==> config.mk <==
export PLATFORM = sky130hd
export DESIGN_NAME = alpha_weighted_mipmap_generator_top
export DESIGN_NICKNAME = d
export VERILOG_FILES = /design/src/hw/rtl/amg_pkg.sv /design/src/hw/rtl/amg_div.sv /design/src/hw/rtl/amg_datapath.sv /design/src/hw/rtl/amg_ctrl.sv /design/src/hw/rtl/alpha_weighted_mipmap_generator_top.sv
export SDC_FILE = /design/constraint.sdc
export NUM_CORES = 2
export LEC_CHECK = 0
export ABC_AREA = 1
export BUFFER_PORTS_ARGS = -buffer_cell sky130_fd_sc_hd__buf_2
export CORE_ASPECT_RATIO = 0.9
export CORE_MARGIN = 2
export CORE_UTILIZATION = 39
export DETAILED_ROUTE_END_ITERATION = 7
export GPL_TIMING_DRIVEN = 1
export REMOVE_ABC_BUFFERS = 1
export SLEW_MARGIN = 20
export SYNTH_ARGS = -nofsm -noshare
export SYNTH_HDL_FRONTEND = slang
export SYNTH_HIERARCHICAL = 1
export SYNTH_SLANG_ARGS = --single-unit
==> constraint.sdc <==
create_clock -name clk -period 12.3 [get_ports clk]
set_input_delay 1.845 -clock clk [delete_from_list [all_inputs] [get_ports clk]]
set_output_delay 1.845 -clock clk [all_outputs]
set_load 0.02 [all_outputs]
==> src/hw/rtl/amg_pkg.sv <==
// ----------------------------------------------------------------------------
// amg_pkg
// Shared types and constants for the alpha-weighted mipmap generator.
// ----------------------------------------------------------------------------
package amg_pkg;

  localparam int unsigned MipLevels = 4;
  localparam int unsigned SumW      = 18;
  localparam int unsigned AsumW     = 10;

  typedef enum logic [2:0] {
    ST_IDLE,
    ST_EVAL,
    ST_READ,
    ST_SUM,
    ST_DIVS,
    ST_DIVW,
    ST_EMIT
  } amg_state_t;

  typedef enum logic [1:0] {
    K_BREAK,
    K_STORE,
    K_HOLD,
    K_QUAD
  } amg_kind_t;

  typedef struct packed {
    logic load;
    logic eval;
    logic asum_ld;
    logic sum;
    logic div_start;
    logic div_latch;
    logic advance;
  } amg_cmd_t;

  typedef struct packed {
    amg_kind_t kind;
    logic      ch_last;
    logic      div_busy;
  } amg_status_t;

endpackage

==> src/hw/rtl/amg_div.sv <==
// ----------------------------------------------------------------------------
// amg_div
// Restoring divider, one quotient bit per cycle, 8-bit quotient.
// ----------------------------------------------------------------------------
module amg_div (
  input  logic                         clk,
  input  logic                         rst,
  input  logic                         start,
  input  logic [amg_pkg::SumW-1:0]     dividend,
  input  logic [amg_pkg::AsumW-1:0]    divisor,
  output logic                         busy,
  output logic [7:0]                   quotient
);
  import amg_pkg::*;

  logic [AsumW-1:0] rem;
  logic [7:0]       low;
  logic [3:0]       cnt;
  logic [AsumW:0]   trial;

  assign trial = {rem, low[7]};
  assign busy  = (cnt != 4'd0);

  always_ff @(posedge clk) begin
    if (rst) begin
      cnt <= 4'd0;
    end else if (start) begin
      cnt <= 4'd8;
    end else if (busy) begin
      cnt <= cnt - 4'd1;
    end
  end

  always_ff @(posedge clk) begin
    if (start) begin
      rem      <= dividend[SumW-1:8];
      low      <= dividend[7:0];
      quotient <= 8'd0;
    end else if (busy) begin
      low <= {low[6:0], 1'b0};
      if (trial >= {1'b0, divisor}) begin
        rem      <= AsumW'(trial - {1'b0, divisor});
        quotient <= {quotient[6:0], 1'b1};
      end else begin
        rem      <= trial[AsumW-1:0];
        quotient <= {quotient[6:0], 1'b0};
      end
    end
  end

endmodule

==> src/hw/rtl/amg_datapath.sv <==
// ----------------------------------------------------------------------------
// amg_datapath
// Level positions, row store, quad sums and result registers.
// ----------------------------------------------------------------------------
module amg_datapath #(
  parameter int unsigned TILE_EDGE = 16
) (
  input  logic                  clk,
  input  logic                  rst,
  input  amg_pkg::amg_cmd_t     cmd,
  output amg_pkg::amg_status_t  status,
  input  logic [7:0]            red,
  input  logic [7:0]            green,
  input  logic [7:0]            blue,
  input  logic [7:0]            opacity,
  output logic [2:0]            mip_level,
  output logic [2:0]            column,
  output logic [2:0]            row,
  output logic [7:0]            out_red,
  output logic [7:0]            out_green,
  output logic [7:0]            out_blue,
  output logic [7:0]            out_opacity,
  output logic                  last_of_run
);
  import amg_pkg::*;

  localparam int unsigned CW    = (TILE_EDGE > 2) ? $clog2(TILE_EDGE) : 1;
  localparam int unsigned EW    = $clog2(TILE_EDGE + 1);
  localparam int unsigned Depth = 2 * TILE_EDGE;
  localparam int unsigned AW    = $clog2(Depth);

  logic [31:0]      mem [Depth];
  logic [31:0]      rd0, rd1;
  logic [31:0]      hold [MipLevels];
  logic [CW-1:0]    xs [MipLevels];
  logic [CW-1:0]    ys [MipLevels];
  logic [2:0]       lvl;
  logic [31:0]      pix;
  logic [31:0]      res;
  logic [1:0]       ch;
  logic [AsumW-1:0] asum;
  logic [SumW-1:0]  wsum;
  logic [CW-1:0]    qx, qy;
  logic [7:0]       quot;
  logic             div_busy;

  logic [1:0]       li;
  logic [EW-1:0]    e_cur, lim;
  logic [CW-1:0]    x, y;
  logic             active;
  amg_kind_t        kind;
  logic [AW-1:0]    base, addr;
  logic [31:0]      p2;
  logic [SumW-1:0]  wsum_next;
  logic [AsumW-1:0] asum_next;

  logic [2:0]       nl;
  logic [1:0]       ni;
  logic [EW-1:0]    ne, nlim;
  logic             next_quad;
  logic [CW+3:0]    colw, roww;

  assign li    = lvl[1:0];
  assign e_cur = EW'(TILE_EDGE) >> lvl;
  assign lim   = e_cur & ~EW'(1);
  assign x     = xs[li];
  assign y     = ys[li];
  assign active = (lvl < 3'(MipLevels)) && (e_cur >= EW'(2));

  always_comb begin
    if (!active || (EW'(x) >= lim) || (EW'(y) >= lim)) begin
      kind = K_BREAK;
    end else if (!y[0]) begin
      kind = K_STORE;
    end else if (!x[0]) begin
      kind = K_HOLD;
    end else begin
      kind = K_QUAD;
    end
  end

  always_comb begin
    case (li)
      2'd0:    base = AW'(0);
      2'd1:    base = AW'(TILE_EDGE);
      2'd2:    base = AW'(TILE_EDGE + TILE_EDGE / 2);
      default: base = AW'(TILE_EDGE + TILE_EDGE / 2 + TILE_EDGE / 4);
    endcase
  end
  assign addr = base + AW'(x);

  assign nl   = lvl + 3'd1;
  assign ni   = nl[1:0];
  assign ne   = EW'(TILE_EDGE) >> nl;
  assign nlim = ne & ~EW'(1);
  assign next_quad = (nl < 3'(MipLevels)) && (ne >= EW'(2)) &&
                     (EW'(xs[ni]) < nlim) && (EW'(ys[ni]) < nlim) &&
                     xs[ni][0] && ys[ni][0];

  assign status.kind     = kind;
  assign status.ch_last  = (ch == 2'd2);
  assign status.div_busy = div_busy;

  assign p2 = hold[li];
  assign asum_next = AsumW'(rd0[31:24]) + AsumW'(rd1[31:24]) +
                     AsumW'(p2[31:24]) + AsumW'(pix[31:24]);
  assign wsum_next = SumW'(rd0[{ch, 3'b0} +: 8] * rd0[31:24]) +
                     SumW'(rd1[{ch, 3'b0} +: 8] * rd1[31:24]) +
                     SumW'(p2[{ch, 3'b0} +: 8] * p2[31:24]) +
                     SumW'(pix[{ch, 3'b0} +: 8] * pix[31:24]);

  always_ff @(posedge clk) begin
    if (rst) begin
      lvl <= 3'd0;
      for (int i = 0; i < MipLevels; i++) begin
        xs[i] <= '0;
        ys[i] <= '0;
      end
    end else if (cmd.load) begin
      lvl <= 3'd0;
    end else if (cmd.advance) begin
      lvl <= nl;
    end else if (cmd.eval && active) begin
      if (EW'(x) == e_cur - EW'(1)) begin
        xs[li] <= '0;
        ys[li] <= (EW'(y) == e_cur - EW'(1)) ? '0 : y + CW'(1);
      end else begin
        xs[li] <= x + CW'(1);
      end
    end
  end

  always_ff @(posedge clk) begin
    if (cmd.load) begin
      pix <= {opacity, blue, green, red};
    end else if (cmd.advance) begin
      pix <= res;
    end
    if (cmd.eval && kind == K_STORE) begin
      mem[addr] <= pix;
    end
    if (cmd.eval && kind == K_HOLD) begin
      hold[li] <= pix;
    end
    if (cmd.eval) begin
      rd0 <= mem[addr - AW'(1)];
      rd1 <= mem[addr];
      qx  <= x;
      qy  <= y;
    end
    if (cmd.asum_ld) begin
      asum <= asum_next;
      ch   <= 2'd0;
      res[31:24] <= asum_next[AsumW-1:2];
    end
    if (cmd.sum) begin
      wsum <= wsum_next;
    end
    if (cmd.div_latch) begin
      res[{ch, 3'b0} +: 8] <= (asum == '0) ? 8'd0 : quot;
      ch <= ch + 2'd1;
    end
    if (cmd.asum_ld) begin
      mip_level <= nl;
    end
    if (cmd.div_latch && ch == 2'd2) begin
      last_of_run <= !next_quad;
    end
  end

  assign colw        = (CW + 4)'(qx) >> 1;
  assign roww        = (CW + 4)'(qy) >> 1;
  assign column      = colw[2:0];
  assign row         = roww[2:0];
  assign out_red     = res[7:0];
  assign out_green   = res[15:8];
  assign out_blue    = res[23:16];
  assign out_opacity = res[31:24];

  amg_div u_div (
    .clk      (clk),
    .rst      (rst),
    .start    (cmd.div_start),
    .dividend (wsum),
    .divisor  (asum),
    .busy     (div_busy),
    .quotient (quot)
  );

endmodule

==> src/hw/rtl/amg_ctrl.sv <==
// ----------------------------------------------------------------------------
// amg_ctrl
// Sequencer for level walk, quad sums, divisions and result handoff.
// ----------------------------------------------------------------------------
module amg_ctrl (
  input  logic                  clk,
  input  logic                  rst,
  input  logic                  in_valid,
  output logic                  in_ready,
  output logic                  out_valid,
  input  logic                  out_ready,
  input  amg_pkg::amg_status_t  status,
  output amg_pkg::amg_cmd_t     cmd
);
  import amg_pkg::*;

  amg_state_t state, state_next;

  always_ff @(posedge clk) begin
    if (rst) begin
      state <= ST_IDLE;
    end else begin
      state <= state_next;
    end
  end

  always_comb begin
    state_next = state;
    case (state)
      ST_IDLE: if (in_valid) state_next = ST_EVAL;
      ST_EVAL: state_next = (status.kind == K_QUAD) ? ST_READ : ST_IDLE;
      ST_READ: state_next = ST_SUM;
      ST_SUM:  state_next = ST_DIVS;
      ST_DIVS: state_next = ST_DIVW;
      ST_DIVW: begin
        if (!status.div_busy) begin
          state_next = status.ch_last ? ST_EMIT : ST_SUM;
        end
      end
      ST_EMIT: if (out_ready) state_next = ST_EVAL;
      default: state_next = ST_IDLE;
    endcase
  end

  always_comb begin
    cmd       = '0;
    in_ready  = 1'b0;
    out_valid = 1'b0;
    case (state)
      ST_IDLE: begin
        in_ready = 1'b1;
        cmd.load = in_valid;
      end
      ST_EVAL: cmd.eval      = 1'b1;
      ST_READ: cmd.asum_ld   = 1'b1;
      ST_SUM:  cmd.sum       = 1'b1;
      ST_DIVS: cmd.div_start = 1'b1;
      ST_DIVW: cmd.div_latch = !status.div_busy;
      ST_EMIT: begin
        out_valid   = 1'b1;
        cmd.advance = out_ready;
      end
      default: cmd = '0;
    endcase
  end

endmodule

==> src/hw/rtl/alpha_weighted_mipmap_generator_top.sv <==
// ----------------------------------------------------------------------------
// alpha_weighted_mipmap_generator_top
// Streams an RGBA8 tile in raster order and emits its alpha-weighted mipmaps.
// ----------------------------------------------------------------------------
// A pixel that ends no quad is looked up, then the block is idle again. A quad result is offered
// after its pixel, or the result of the level below it, is handed over: the
// level is looked up and alpha is summed, then each colour is summed and divided
// by the shared bit-serial divider (start, 8 steps, latch). One pixel
// releases up to four results, one level after another, and the next pixel is
// taken once the last of them has been handed off.
module alpha_weighted_mipmap_generator_top #(
  parameter int unsigned TILE_EDGE = 16
) (
  input  logic       clk,
  input  logic       rst,
  input  logic       in_valid,
  output logic       in_ready,
  input  logic [7:0] red,
  input  logic [7:0] green,
  input  logic [7:0] blue,
  input  logic [7:0] opacity,
  output logic       out_valid,
  input  logic       out_ready,
  output logic [2:0] mip_level,
  output logic [2:0] column,
  output logic [2:0] row,
  output logic [7:0] out_red,
  output logic [7:0] out_green,
  output logic [7:0] out_blue,
  output logic [7:0] out_opacity,
  output logic       last_of_run
);
  import amg_pkg::*;

  amg_cmd_t    cmd;
  amg_status_t status;

  amg_ctrl u_ctrl (
    .clk       (clk),
    .rst       (rst),
    .in_valid  (in_valid),
    .in_ready  (in_ready),
    .out_valid (out_valid),
    .out_ready (out_ready),
    .status    (status),
    .cmd       (cmd)
  );

  amg_datapath #(.TILE_EDGE(TILE_EDGE)) u_dp (
    .clk         (clk),
    .rst         (rst),
    .cmd         (cmd),
    .status      (status),
    .red         (red),
    .green       (green),
    .blue        (blue),
    .opacity     (opacity),
    .mip_level   (mip_level),
    .column      (column),
    .row         (row),
    .out_red     (out_red),
    .out_green   (out_green),
    .out_blue    (out_blue),
    .out_opacity (out_opacity),
    .last_of_run (last_of_run)
  );

endmodule

==> flow_summary_export.csv <==
group,metric,value,unit
run_status,status,"finished clean",
sta,final.setup_skew,0.0371,ns
grt,gr-usage-all-layers,0.253,
sta,hold_slack,0.472,ns
yosys,ys_warn_count,6,
placement,detailed_place_hpwl,164,mm
yosys,number_of_flops_mapped_to_enable_cells_by_yosys,1362,
detailed_routing,antenna_violating_nets_post_route,0,
yosys,synthArstFlopShare,0,
yosys,ys.flop_type,"sky130_fd_sc_hd__edfxtp_1",
sta,finalWorstSetupSlack,3.65,ns
yosys,synth.avg_cell_area,8.90,um2
flow_run,total_of_max_cap_violations,0,
grt,first_global_vias,61800,
setup_path,crit_path_cell_trace,"buf_4 -> clkinv_2 -> buf_4 -> o211ai_1 -> nand2_1 -> inv_1 -> nand2_1 -> fa_1 -> fa_1 -> fa_1 -> fa_1 -> inv_1 -> fa_1 -> fa_1 -> fa_1 -> fa_1 -> ha_1 -> nand2_1 -> o21ai_0 -> a21oi_1 -> o21ai_0 -> nand2_1 -> nand2_1 -> xor2_1",
grt,wire_length_of_the_first_global_routing_pass,401,mm
floorplanning,die_area,212000,um2
setup_path,crit_fanout,71,
detailed_routing,avgRoutedWirePerCell,23.1,um
sta,post-route-min-period,8.65,ns
cts,clkSinkCount,1390,
yosys,synthCells,9145,
yosys,synth.largest_area_cell,"sky130_fd_sc_hd__edfxtp_1",
cts,postCtsSetupRepairBufs,0,
cts,clockBufferDepth,3,
yosys,ys_types,49,
setup_path,path_common_cell,"sky130_fd_sc_hd__fa_1",
floorplanning,floorplan.core_area,208000,um2
setup_path,timing.critical_path.arrival,9.20,ns
detailed_routing,remaining_drc_errors,0,
sta,max_freq,116,MHz
placement,portBuffers,79,
cells_and_area,layout-drive-gt1-share,0.0594,
grt,globalRoute.totalOverflow,0,
floorplanning,horiz_die_dim,486,um
setup_path,largest_stage_delay_worst_path,0.58,ns
yosys,yosysSeqAreaShare,0.509,
sta,tightestPinTransition,1.18,ns
cells_and_area,nets,9436,
yosys,netlist_top_cells_area,"sky130_fd_sc_hd__edfxtp_1, sky130_fd_sc_hd__nand2_1, sky130_fd_sc_hd__nand3_1, sky130_fd_sc_hd__inv_1, sky130_fd_sc_hd__fa_1",
setup_path,timing.critical_path.required,12.85,ns
floorplanning,fp-row-count,159,
cells_and_area,layout.filler_cells,20000,
setup_path,timing.critical_path.slowest_stage_cell,"sky130_fd_sc_hd__buf_4",
cts,clock_transition_at_path_regs,0.06,ns
cells_and_area,multi_input_area,31700,um2
cts,htree_num_levels,4,
cells_and_area,layout.core_utilization,0.427,
setup_path,crit_path_start_kind,"register",
floorplanning,design.portCount,80,
setup_path,timing.critical_path.buf_inv,5,
setup_path,setup.reg_to_reg.worst_slack,3.65,ns
sta,endpoints_failing_setup,0,
sta,slew_headroom,0.216,
cts,clock_latency,0.83,ns
placement,gpl.final_weighted_congestion,0.967,
cells_and_area,synthToLayoutAreaGrowth,9.11,%
cts,cts_hold_buffers,0,
detailed_routing,route.detailed.vias_per_inst,5.52,
cts,clockRootBuffer,"sky130_fd_sc_hd__clkbuf_16",
sta,setup_repair_after_global_routing_missed_its_margin,"no",
detailed_routing,detail_route.first_pass.iterations,6,
sta,hold_viol_final,0,
grt,grt_start_max_net_pins,271,
cts,post_cts.resized_instances,0,
cells_and_area,final_common_cell,"sky130_fd_sc_hd__nand2_1",
grt,number_of_antenna_violations_at_the_first_check_in_global_routing,8,
yosys,synth_top_area_share,0.503,
setup_path,cp_top_family,"adder cells",
setup_path,setup.worst_path.end_class,"register",
yosys,postSynthRegisterBits,1390,
cts,tritoncts_clock_tree,"built",
min_path,hold_crit_class,"register to register",
detailed_routing,detailroute.via_count,65300,
yosys,mappedNetlistArea,81400,um2
detailed_routing,detail_route.wirelength,274,mm
cts,tritoncts.num_buffers,148,
floorplanning,die_height,437,um
floorplanning,initial_utilization,0.391,
sta,timing.final.max_slew_violations,0,
setup_path,critPathKind,"register to register",
placement,placement.setup.worst_slack,3.82,ns
detailed_routing,detailedRoute.firstIterationViolations,8826,
cells_and_area,ff_latch_area,41500,um2
cells_and_area,final_cell_mix,"sky130_fd_sc_hd__nand2_1, sky130_fd_sc_hd__nand3_1, sky130_fd_sc_hd__inv_1",
sta,fin_setup_tns,0,ns
sta,timing.final.crit_share,0.704,
-- cells by family after synthesis --
family	count (synthesis)	synth area share
xor gates and xnor gates	32	0.00344
AOI/OAI and AO/OA	1076	0.0753
and+or+nand+nor	4136	0.219
adders and majority gates	425	0.0877
buffers and inverters	2086	0.105
DFF	1390	0.509
-- per-stage QoR --
step                instances  instance area [um2]
finish                  11800                88800
global route            11800                88800
CTS                     11800                88700
detailed placement      11600                84000
global placement        11600                84000
floorplan                8604                78700
-- layer usage --
layer | global-route usage | routed length, um
met3 | 0.0491 | 29200
met4 | 0.104 | 11400
met5 | 0 | 49
met2 | 0.380 | 118000
met1 | 0.359 | 115000
-- layout make-up --
cell class | instances | area share
timing repair buffer | 221 | 0.0180
clock buffer | 189 | 0.0440
clock inverter | 73 | 0.00929
inverter | 1545 | 0.0656
sequential | 1390 | 0.467
multi-input combinational | 5669 | 0.357
tap | 2737 | 0.0386
antenna | 3 | 0.0000845
-- sequential cells by signal, summed over array words and instances, names as in the netlist, 16 cells and up, named ones only --
register / flops
u_dp/hold: 128
u_dp/ys: 16
u_dp/rd0: 32
u_dp/xs: 16
u_dp/rd1: 32
u_dp/mem: 1024
u_dp/pix: 32
u_dp/wsum: 18
-- cells in the mapped netlist, types with 18 or more instances --
cell                          n
sky130_fd_sc_hd__a21oi_1    375
sky130_fd_sc_hd__buf_1       23
sky130_fd_sc_hd__buf_2      226
sky130_fd_sc_hd__buf_4       31
sky130_fd_sc_hd__buf_6       37
sky130_fd_sc_hd__clkbuf_1   222
sky130_fd_sc_hd__dfxtp_1     28
sky130_fd_sc_hd__edfxtp_1  1362
sky130_fd_sc_hd__fa_1       242
sky130_fd_sc_hd__ha_1       183
sky130_fd_sc_hd__inv_1     1509
sky130_fd_sc_hd__inv_2       25
sky130_fd_sc_hd__nand2_1   2100
sky130_fd_sc_hd__nand3_1   1539
sky130_fd_sc_hd__nand4_1     18
sky130_fd_sc_hd__nor2_1     392
sky130_fd_sc_hd__nor3_1      27
sky130_fd_sc_hd__nor3_2      27
sky130_fd_sc_hd__o211ai_1   221
sky130_fd_sc_hd__o21ai_0    296
sky130_fd_sc_hd__o21ai_1    126
sky130_fd_sc_hd__o22ai_1     19
-- worst reg2reg max path, cell delays in order, from the launching register on --
cell and delay (ns):
sky130_fd_sc_hd__edfxtp_1 0.32, sky130_fd_sc_hd__buf_4 0.58, sky130_fd_sc_hd__clkinv_2 0.55, sky130_fd_sc_hd__buf_4 0.50, sky130_fd_sc_hd__o211ai_1 0.33, sky130_fd_sc_hd__nand2_1 0.27, sky130_fd_sc_hd__inv_1 0.15, sky130_fd_sc_hd__nand2_1 0.08
sky130_fd_sc_hd__fa_1 0.52, sky130_fd_sc_hd__fa_1 0.54, sky130_fd_sc_hd__fa_1 0.53, sky130_fd_sc_hd__fa_1 0.52, sky130_fd_sc_hd__inv_1 0.05, sky130_fd_sc_hd__fa_1 0.55, sky130_fd_sc_hd__fa_1 0.43, sky130_fd_sc_hd__fa_1 0.51
sky130_fd_sc_hd__fa_1 0.42, sky130_fd_sc_hd__ha_1 0.35, sky130_fd_sc_hd__nand2_1 0.07, sky130_fd_sc_hd__o21ai_0 0.37, sky130_fd_sc_hd__a21oi_1 0.21, sky130_fd_sc_hd__o21ai_0 0.29, sky130_fd_sc_hd__nand2_1 0.09, sky130_fd_sc_hd__nand2_1 0.08
sky130_fd_sc_hd__xor2_1 0.06
-- worst paths after layout --
check	to	cells past startpoint	startpoint
worst max-delay path	u_dp/wsum[13]	24	u_dp/ch[0]
worst min-delay path	u_dp/u_div/cnt[0]	1	u_dp/u_div/cnt[0]
worst max register to register	u_dp/wsum[13]	24	u_dp/ch[0]
worst min register to register	u_dp/u_div/cnt[0]	1	u_dp/u_div/cnt[0]
Power is left out: the tool's default activity adds up to more than one toggle a clock period on the data nets, which glitch-free logic cannot reach.
